--- config.mk ---
export PLATFORM = sky130hd
export DESIGN_NAME = tile_map_image_parser
export DESIGN_NICKNAME = d
export VERILOG_FILES = /design/src/hw/rtl/tmip_pkg.sv /design/src/hw/rtl/tmip_core.sv /design/src/hw/rtl/tmip_queue.sv /design/src/hw/rtl/tile_map_image_parser.sv
export SDC_FILE = /design/constraint.sdc
export NUM_CORES = 2
export LEC_CHECK = 0
export BUFFER_PORTS_ARGS = -buffer_cell sky130_fd_sc_hd__buf_4
export CORE_ASPECT_RATIO = 1.1
export CORE_MARGIN = 5
export CORE_UTILIZATION = 50
export DETAILED_ROUTE_END_ITERATION = 16
export GPL_TIMING_DRIVEN = 0
export MAX_ROUTING_LAYER = met4
export PLACE_DENSITY = 0.72
export SYNTH_ARGS = -nofsm -noshare
export SYNTH_HDL_FRONTEND = slang
export SYNTH_HIERARCHICAL = 1
export SYNTH_SLANG_ARGS = --single-unit
--- constraint.sdc ---
create_clock -name i_clk -period 8.9 [get_ports i_clk]
set_input_delay 1.78 -clock i_clk [delete_from_list [all_inputs] [get_ports i_clk]]
set_output_delay 1.78 -clock i_clk [all_outputs]
set_load 0.01 [all_outputs]
--- src/hw/rtl/tmip_pkg.sv ---
// Shared types, constants and CRC helper for the tile map image parser.
`timescale 1ns / 1ps

package tmip_pkg;

    localparam logic [31:0] MAGIC_WORD   = 32'h574D_6170;
    localparam logic [31:0] CRC_POLY     = 32'hEDB8_8320;
    localparam logic [31:0] CRC_INIT     = 32'hFFFF_FFFF;
    localparam logic [31:0] MAX_TILES    = 32'd16777216;
    localparam logic [15:0] MAX_LAYERS   = 16'd3;

    localparam logic [31:0] HEADER_BYTES = 32'd28;
    localparam logic [31:0] CRC_START    = 32'd8;
    localparam logic [31:0] POS_MAGIC    = 32'd3;
    localparam logic [31:0] POS_CHECKSUM = 32'd7;
    localparam logic [31:0] POS_VERSION  = 32'd11;
    localparam logic [31:0] POS_SIZE     = 32'd15;
    localparam logic [31:0] POS_DIMS     = 32'd19;
    localparam logic [31:0] POS_LAYERS   = 32'd21;
    localparam logic [31:0] POS_EVENTS   = 32'd23;
    localparam logic [31:0] POS_COMP     = 32'd27;

    localparam logic [3:0] ST_OK        = 4'd0;
    localparam logic [3:0] ST_SHORT_HDR = 4'd1;
    localparam logic [3:0] ST_MAGIC     = 4'd2;
    localparam logic [3:0] ST_CRC       = 4'd3;
    localparam logic [3:0] ST_VERSION   = 4'd4;
    localparam logic [3:0] ST_SIZE      = 4'd5;
    localparam logic [3:0] ST_LAYERS    = 4'd6;
    localparam logic [3:0] ST_EVENTS    = 4'd7;
    localparam logic [3:0] ST_COMP      = 4'd8;
    localparam logic [3:0] ST_DATA      = 4'd9;

    localparam logic       KIND_TILE    = 1'b0;
    localparam logic       KIND_STATUS  = 1'b1;

    localparam logic [7:0] CFG_EXPECTED_VERSION = 8'd0;
    localparam logic [7:0] CFG_RAW_MODE_CODE    = 8'd1;

    localparam int Q_DEPTH = 4;
    localparam int Q_AW    = 2;
    localparam int Q_CW    = 3;

    typedef struct packed {
        logic        kind;
        logic [1:0]  layer;
        logic [23:0] index;
        logic [15:0] value;
        logic [15:0] width;
        logic [15:0] height;
        logic [3:0]  status;
        logic        last;
    } t_item;

    typedef struct packed {
        logic [31:0] expected_version;
        logic [31:0] raw_mode_code;
    } t_cfg;

    function automatic logic [31:0] crc_byte(input logic [31:0] crc_in, input logic [7:0] b);
        logic [31:0] c;
        c = crc_in ^ {24'd0, b};
        for (int k = 0; k < 8; k++) begin
            c = (c >> 1) ^ (c[0] ? CRC_POLY : 32'd0);
        end
        return c;
    endfunction

endpackage

--- src/hw/rtl/tmip_core.sv ---
// Per-byte header check, CRC, tile word assembly and final status.
`timescale 1ns / 1ps

module tmip_core (
    input  logic           i_clk,
    input  logic           i_rst_n,
    input  logic           i_valid,
    input  logic [7:0]     i_byte,
    input  logic           i_last,
    input  tmip_pkg::t_cfg i_cfg,
    output logic           o_tile_valid,
    output tmip_pkg::t_item o_tile,
    output logic           o_status_valid,
    output tmip_pkg::t_item o_status
);
    import tmip_pkg::*;

    logic [31:0] r_byte_count, n_byte_count;
    logic [31:0] r_crc, n_crc;
    logic [31:0] r_shift, n_shift;
    logic [31:0] r_checksum, n_checksum;
    logic [31:0] r_data_size, n_data_size;
    logic [31:0] r_wh, n_wh;
    logic [31:0] r_area, n_area;
    logic [1:0]  r_layer_count, n_layer_count;
    logic [23:0] r_tile_counter, n_tile_counter;
    logic [7:0]  r_high, n_high;
    logic [3:0]  r_error, n_error;
    logic [1:0]  r_cur_layer, n_cur_layer;
    logic [31:0] r_version, n_version;
    logic [15:0] r_layers, n_layers;
    logic [15:0] r_events, n_events;

    logic [31:0] pos;
    logic        done_cur;
    logic        done_new;
    logic [24:0] tile_next;
    logic [3:0]  hdr_err;
    logic [3:0]  st;
    logic [31:0] payload;

    assign pos = r_byte_count;

    always_comb begin
        n_byte_count   = r_byte_count;
        n_crc          = r_crc;
        n_shift        = r_shift;
        n_checksum     = r_checksum;
        n_data_size    = r_data_size;
        n_wh           = r_wh;
        n_area         = r_area;
        n_layer_count  = r_layer_count;
        n_tile_counter = r_tile_counter;
        n_high         = r_high;
        n_error        = r_error;
        n_cur_layer    = r_cur_layer;
        n_version      = r_version;
        n_layers       = r_layers;
        n_events       = r_events;
        hdr_err        = ST_OK;
        st             = ST_OK;
        done_new       = 1'b0;
        payload        = 32'd0;

        o_tile_valid   = 1'b0;
        o_status_valid = 1'b0;

        done_cur  = (r_area == 32'd0) || ({1'b0, r_cur_layer} >= {1'b0, r_layer_count});
        tile_next = {1'b0, r_tile_counter} + 25'd1;

        if (i_valid) begin
            if (pos < HEADER_BYTES) begin
                n_shift = {r_shift[23:0], i_byte};
                if (pos >= CRC_START) begin
                    n_crc = crc_byte(r_crc, i_byte);
                end
                case (pos)
                    POS_CHECKSUM: n_checksum  = n_shift;
                    POS_VERSION:  n_version   = n_shift;
                    POS_SIZE:     n_data_size = n_shift;
                    POS_DIMS: begin
                        n_wh   = n_shift;
                        n_area = {16'd0, n_shift[31:16]} * {16'd0, n_shift[15:0]};
                    end
                    POS_LAYERS:   n_layers    = n_shift[15:0];
                    POS_EVENTS:   n_events    = n_shift[15:0];
                    POS_COMP: begin
                        if (r_error != ST_OK)                                 hdr_err = r_error;
                        else if (r_checksum != ~n_crc)                        hdr_err = ST_CRC;
                        else if (r_version != i_cfg.expected_version)         hdr_err = ST_VERSION;
                        else if (r_layers < 16'd1 || r_layers > MAX_LAYERS)   hdr_err = ST_LAYERS;
                        else if (r_events != 16'd0)                           hdr_err = ST_EVENTS;
                        else if (n_shift != i_cfg.raw_mode_code)              hdr_err = ST_COMP;
                        else if (r_area > MAX_TILES)                          hdr_err = ST_DATA;
                        else                                                  hdr_err = ST_OK;
                        n_error       = hdr_err;
                        n_layer_count = (hdr_err == ST_OK) ? r_layers[1:0] : 2'd0;
                    end
                    default: ;
                endcase
                if (pos == POS_MAGIC && n_shift != MAGIC_WORD) begin
                    n_error = ST_MAGIC;
                end
            end else if (r_error == ST_OK && !done_cur) begin
                if (!pos[0]) begin
                    n_high = i_byte;
                end else begin
                    o_tile_valid = 1'b1;
                    if ({7'd0, tile_next} >= r_area) begin
                        n_tile_counter = 24'd0;
                        n_cur_layer    = r_cur_layer + 2'd1;
                    end else begin
                        n_tile_counter = tile_next[23:0];
                    end
                end
            end

            if (r_byte_count != 32'hFFFF_FFFF) begin
                n_byte_count = r_byte_count + 32'd1;
            end

            if (i_last) begin
                o_status_valid = 1'b1;
                done_new = (n_area == 32'd0) ||
                           ({1'b0, n_cur_layer} >= {1'b0, n_layer_count});
                payload  = n_byte_count - HEADER_BYTES;
                if (pos < POS_COMP)                                      st = ST_SHORT_HDR;
                else if (n_error == ST_MAGIC || n_error == ST_CRC ||
                         n_error == ST_VERSION)                          st = n_error;
                else if (n_byte_count == 32'hFFFF_FFFF ||
                         payload != n_data_size)                         st = ST_SIZE;
                else if (n_error != ST_OK)                               st = n_error;
                else if (!done_new)                                      st = ST_DATA;
                else                                                     st = ST_OK;
            end
        end

        o_tile.kind   = KIND_TILE;
        o_tile.layer  = r_cur_layer;
        o_tile.index  = r_tile_counter;
        o_tile.value  = {r_high, i_byte};
        o_tile.width  = n_wh[31:16];
        o_tile.height = n_wh[15:0];
        o_tile.status = ST_OK;
        o_tile.last   = 1'b0;

        o_status.kind   = KIND_STATUS;
        o_status.layer  = 2'd0;
        o_status.index  = 24'd0;
        o_status.value  = 16'd0;
        o_status.width  = n_wh[31:16];
        o_status.height = n_wh[15:0];
        o_status.status = st;
        o_status.last   = 1'b1;
    end

    always_ff @(posedge i_clk) begin
        if (!i_rst_n || (i_valid && i_last)) begin
            r_byte_count   <= 32'd0;
            r_crc          <= CRC_INIT;
            r_shift        <= 32'd0;
            r_checksum     <= 32'd0;
            r_data_size    <= 32'd0;
            r_wh           <= 32'd0;
            r_area         <= 32'd0;
            r_layer_count  <= 2'd0;
            r_tile_counter <= 24'd0;
            r_high         <= 8'd0;
            r_error        <= ST_OK;
            r_cur_layer    <= 2'd0;
            r_version      <= 32'd0;
            r_layers       <= 16'd0;
            r_events       <= 16'd0;
        end else begin
            r_byte_count   <= n_byte_count;
            r_crc          <= n_crc;
            r_shift        <= n_shift;
            r_checksum     <= n_checksum;
            r_data_size    <= n_data_size;
            r_wh           <= n_wh;
            r_area         <= n_area;
            r_layer_count  <= n_layer_count;
            r_tile_counter <= n_tile_counter;
            r_high         <= n_high;
            r_error        <= n_error;
            r_cur_layer    <= n_cur_layer;
            r_version      <= n_version;
            r_layers       <= n_layers;
            r_events       <= n_events;
        end
    end

endmodule

--- src/hw/rtl/tmip_queue.sv ---
// Small result queue that takes up to two items per cycle and drains one while i_ready is high.
`timescale 1ns / 1ps

module tmip_queue (
    input  logic            i_clk,
    input  logic            i_rst_n,
    input  logic            i_push_a,
    input  tmip_pkg::t_item i_item_a,
    input  logic            i_push_b,
    input  tmip_pkg::t_item i_item_b,
    output logic            o_room,
    output logic            o_valid,
    output tmip_pkg::t_item o_item,
    input  logic            i_ready
);
    import tmip_pkg::*;

    t_item               r_mem [Q_DEPTH];
    logic [Q_AW-1:0]     r_wptr, n_wptr;
    logic [Q_AW-1:0]     r_rptr, n_rptr;
    logic [Q_CW-1:0]     r_count, n_count;
    logic [Q_AW-1:0]     addr_b;
    logic                pop;

    assign o_valid = (r_count != '0);
    assign o_item  = r_mem[r_rptr];
    assign o_room  = (r_count <= Q_CW'(Q_DEPTH - 2));
    assign pop     = o_valid && i_ready;
    assign addr_b  = i_push_a ? r_wptr + Q_AW'(1) : r_wptr;

    always_comb begin
        n_wptr  = r_wptr + Q_AW'(i_push_a) + Q_AW'(i_push_b);
        n_rptr  = r_rptr + Q_AW'(pop);
        n_count = r_count + Q_CW'(i_push_a) + Q_CW'(i_push_b) - Q_CW'(pop);
    end

    always_ff @(posedge i_clk) begin
        if (!i_rst_n) begin
            r_wptr  <= '0;
            r_rptr  <= '0;
            r_count <= '0;
        end else begin
            r_wptr  <= n_wptr;
            r_rptr  <= n_rptr;
            r_count <= n_count;
        end
    end

    always_ff @(posedge i_clk) begin
        if (i_push_a) begin
            r_mem[r_wptr] <= i_item_a;
        end
        if (i_push_b) begin
            r_mem[addr_b] <= i_item_b;
        end
    end

endmodule

--- src/hw/rtl/tile_map_image_parser.sv ---
// Top level of the tile map image parser: input register, core, result queue.
`timescale 1ns / 1ps

// Accepts one image byte per cycle. The header (28 bytes: magic, CRC-32 over bytes 8..27,
// version, data size, width, height, layers, events, compression) is checked as it streams;
// then each pair of bytes leaves as a tile word with its layer and row-major index. The byte
// marked tlast adds a final status item (tuser = 1) and returns the parser to its start state
// for the next image; the registers are kept. A byte's result passes through the input register
// and a result queue entry. A byte is taken every cycle while the four-entry result queue has
// room for two items, so the rate is one byte per cycle as long as the output side drains one
// item per cycle; the byte step (CRC update, field capture and tile counter compare) is
// combinational in the core. Write the registers only while no image is in flight.
module tile_map_image_parser (
    input  logic        i_clk,
    input  logic        i_rst_n,
    input  logic        i_s_axis_tvalid,
    output logic        o_s_axis_tready,
    input  logic [7:0]  i_s_axis_tdata,   // [7:0] data_byte
    input  logic        i_s_axis_tlast,   // last_byte
    output logic        o_m_axis_tvalid,
    input  logic        i_m_axis_tready,
    output logic [79:0] o_m_axis_tdata,   // layer_number, tile_index, tile_value, width_tiles,
                                          // height_tiles, status_code, zero pad
    output logic        o_m_axis_tuser,   // item_kind
    output logic        o_m_axis_tlast,   // last_result
    input  logic        i_cfg_valid,
    output logic        o_cfg_ready,
    input  logic [7:0]  i_cfg_index,
    input  logic [31:0] i_cfg_data
);
    import tmip_pkg::*;

    logic        r_in_valid;
    logic [7:0]  r_in_byte;
    logic        r_in_last;
    t_cfg        r_cfg;
    logic        consume;
    logic        room;
    logic        tile_valid;
    logic        status_valid;
    t_item       tile_item;
    t_item       status_item;
    t_item       out_item;

    assign o_cfg_ready     = 1'b1;
    assign consume         = r_in_valid && room;
    assign o_s_axis_tready = !r_in_valid || consume;

    always_ff @(posedge i_clk) begin
        if (!i_rst_n) begin
            r_cfg.expected_version <= 32'd0;
            r_cfg.raw_mode_code    <= 32'd0;
        end else if (i_cfg_valid) begin
            unique case (i_cfg_index)
                CFG_EXPECTED_VERSION: r_cfg.expected_version <= i_cfg_data;
                CFG_RAW_MODE_CODE:    r_cfg.raw_mode_code    <= i_cfg_data;
                default: ;
            endcase
        end
    end

    always_ff @(posedge i_clk) begin
        if (!i_rst_n) begin
            r_in_valid <= 1'b0;
        end else if (o_s_axis_tready) begin
            r_in_valid <= i_s_axis_tvalid;
        end
    end

    always_ff @(posedge i_clk) begin
        if (o_s_axis_tready && i_s_axis_tvalid) begin
            r_in_byte <= i_s_axis_tdata;
            r_in_last <= i_s_axis_tlast;
        end
    end

    tmip_core u_core (
        .i_clk          (i_clk),
        .i_rst_n        (i_rst_n),
        .i_valid        (consume),
        .i_byte         (r_in_byte),
        .i_last         (r_in_last),
        .i_cfg          (r_cfg),
        .o_tile_valid   (tile_valid),
        .o_tile         (tile_item),
        .o_status_valid (status_valid),
        .o_status       (status_item)
    );

    tmip_queue u_queue (
        .i_clk    (i_clk),
        .i_rst_n  (i_rst_n),
        .i_push_a (tile_valid),
        .i_item_a (tile_item),
        .i_push_b (status_valid),
        .i_item_b (status_item),
        .o_room   (room),
        .o_valid  (o_m_axis_tvalid),
        .o_item   (out_item),
        .i_ready  (i_m_axis_tready)
    );

    assign o_m_axis_tdata = {2'b00, out_item.status, out_item.height, out_item.width,
                             out_item.value, out_item.index, out_item.layer};
    assign o_m_axis_tuser = out_item.kind;
    assign o_m_axis_tlast = out_item.last;

endmodule
==> flow_summary.yaml <==
setup_path:
  cp.required_ns: 9.27
  crit_fanout: 10
  crit_start: "u_core/r_shift[9]"
  arrival_ns: 9.06
  rr_startpoint: "u_core/r_shift[9]"
  path_class: "flop to flop"
  end_kind: "flop"
  worstSetupStartpointType: "flop"
synthesis:
  synth_compound_area_share_pct: 7.69
  synthesis.area_um2: 47500
  syn_inst: 4719
  ys_seq_area_share_pct: 37.4
  syn_area_per_cell_um2: 10.1
  synthXorXnorAreaFrac_pct: 6.72
  synthAdderAreaFrac_pct: 12.1
  synth.area.mux_share_pct: 14.0
  synth_top_cell_by_area: "edfxtp_1"
  netlist-cell-type-count: 108
  synthArstFlopShare_pct: 0
  ys_top_cells_by_area: "edfxtp_1 (21%), dfxtp_1 (17%), fa_1 (8.3%)"
  ys.flop_type: "dfxtp_1"
  ys_seq_elements: 721
  yosysWarnings: 6
  synth_top_family_by_area: "simple AND/OR/NAND/NOR gates"
  synth-edff-count: 329
  synth_top_area_share_pct: 20.8
  yosys.area_share.simple_pct: 15.1
drt:
  vias: 36400
  dr.pass1.iters: 6
  routedWlPerCell_um: 23.2
  antenna_left: 0
  vias_per_cell: 5.78
  route.detailed.drc: 0
  drt_iter0_markers: 3669
  totalWireLength_um: 146000
clock_network:
  htreeDepth: 3
  clockBufferDepth: 3
  cts_buffers: 76
  clockRootBuffer: "clkbuf_16"
  cts_hold_buf: 0
  cts_tree: "done"
  clk_pin_slew_ns: 0.06
  clock_latency_ns: 0.66
  cts.sinks: 721
grt:
  grt_antenna_before_repair: 1
  grt_pass1_vias: 36200
  overflow: 0
  grt_first_pass_wirelength_um: 220000
  grtUsageTotal_pct: 28.8
  grt_max_degree: 58
sta:
  period_share_pct: 97.6
  tightest_slew_ns: 1.31
  finalSetupViolCount: 0
  whs_ns: 0.451
  max_freq_mhz: 115
  slew_headroom_pct: 12.6
  finClkSkew_ns: 0.0583
  period_minus_slack_ns: 8.69
  hold_violations: 0
  drv_slew: 0
final_layout:
  nets: 5370
  multi_input_area_um2: 26700
  layout.cells.non_filler: 6301
  mostFrequentLayoutCell: "nand2_1"
  post-route-util_pct: 56.5
  area_growth_pct: 12.1
  regArea_um2: 17700
  fill_cells: 8127
  final_layout_size_suffix_gt1_share_pct: 19.2
  final_cell_mix: "nand2_1 (815), dfxtp_1 (379), edfxtp_1 (329)"
die:
  die_h_um: 333
  initial_utilization_pct: 50.4
  core_um2: 94200
  die_width_um: 304
  dieArea_um2: 101000
  rows: 118
  ioPinCount: 139
placed_design:
  portBuffers: 135
  dp_cells: 6168
  place.gp.congestion: 0.970
  dp_hpwl_um: 107000
hold_path:
  hold_start: "u_core/r_data_size[29]"
  hp-class: "flop to flop"
flow_run:
  cap_violations: 0
pwr:
  p_leak_nw: 21.7
  power_w: 0.00878
  power_density_nw_per_um2: 165
  max-vdd-ir-drop_uv: 150
run_status:
  status: "finished clean"
-- cell type report --
cell class | count | area share [%]
clock inverters | 34 | 0.955
flip-flops and latches | 721 | 33.4
multi-input cells | 3343 | 50.1
repair buffers | 148 | 2.24
clock buffers | 107 | 4.02
plain buffers | 386 | 4.22
diodes | 4 | 0.0188
well taps | 1260 | 2.96
inverters | 298 | 2.10
-- metrics by stage --
stage,cell area [um^2],TNS [ns],worst slack (ns)
5_1_grt,53200,-0.0159,-0.00832
3_5_place_dp,50400,-7.07,-0.927
4_1_cts,53100,0,0.00103
3_3_place_gp,50200,-6.35,-0.824
6_report,53200,0,0.215
2_1_floorplan,47600,0,1.23
-- cell usage after synthesis (9+ instances only) --
master / count
nand2_1: 817
buf_1: 24
nor2b_1: 11
o2111ai_1: 9
clkbuf_1: 205
buf_2: 47
nor4b_1: 9
a31oi_1: 25
o211ai_1: 28
nor2_1: 175
xnor2_1: 154
o22ai_1: 12
a21oi_1: 290
ha_1: 145
buf_6: 27
nor3_1: 57
a21o_1: 18
fa_1: 197
a211oi_1: 32
and3_1: 25
o21ai_0: 47
nor4_1: 56
edfxtp_1: 329
dfxtp_1: 392
and2_1: 144
nand2b_1: 13
mux4_2: 80
and4_1: 20
inv_1: 297
xnor3_1: 11
or3_1: 18
nand4_1: 59
mux2i_1: 121
nand3_1: 81
buf_4: 100
mux2_2: 299
xor2_1: 140
mux2_1: 22
-- sequential cells by signal, indices dropped and copies added, names as in the netlist, 32 cells and up --
| register | flops |
|---|---|
| u_core/r_data_size | 32 |
| u_core/r_crc | 32 |
| u_core/r_checksum | 32 |
| u_core/r_area | 32 |
| r_cfg | 64 |
| u_core/r_wh | 32 |
| u_core/r_version | 32 |
| u_core/pos | 32 |
| u_queue/r_mem | 320 |
-- per-layer routing --
layer	wire length [um]	GRT usage, %
met3	10800	4.58
met4	7100	11.7
met5	0	-
met2	71000	47.8
met1	57200	35.4
-- cells by family (layout without fill, tap and decap cells) --
family	Yosys count	in the layout
muxes	522	522
and+or+nand+nor	1536	1536
other	4	57
xor gates and xnor gates	322	322
buffers and inverters	704	973
DFF	721	721
AOI/OAI and AO/OA	568	568
adders and majority gates	342	342
-- critical path, stage by stage, from the launching register on --
cell	delay (ns)
dfxtp_1	0.68
clkbuf_2	0.40
nand2_1	0.12
fa_1	0.51
fa_1	0.55
inv_1	0.06
fa_1	0.53
fa_1	0.53
fa_1	0.59
inv_1	0.07
fa_1	0.59
inv_1	0.07
ha_1	0.37
nand2_1	0.17
nor3_4	0.06
a221oi_2	0.30
nand3_1	0.18
o211ai_1	0.44
a2111o_1	0.22
o41ai_1	0.06
a311oi_1	0.29
nand4_1	0.18
or4_4	0.58
a31oi_1	0.20
and4bb_2	0.33
mux2_2	0.28
-- worst paths after layout --
kind	end	slack [ns]	depth (start not counted)
max	u_queue/r_mem[1][4]	0.21	25
min	u_core/r_data_size[29]	0.45	2
max reg2reg	u_queue/r_mem[1][4]	0.21	25
min reg2reg	u_core/r_data_size[29]	0.45	2
-- power by group --
| group | internal [W] | leakage (nW) | switching [W] |
|---|---|---|---|
| sequential | 0.00353 | 6.10 | 0.0000705 |
| clock | 0.00194 | 1.26 | 0.00141 |
| combinational | 0.000770 | 14.3 | 0.00106 |
-- what timing repair did --
item                                    4_1_cts  5_1_grt
endpoints found under the hold margin         0        0
setup buffers                                 5        3
endpoints found under the setup margin        8        8
pin swaps                                     2        3
resized for setup                            66       49
Power figures use the tool's default switching activity.
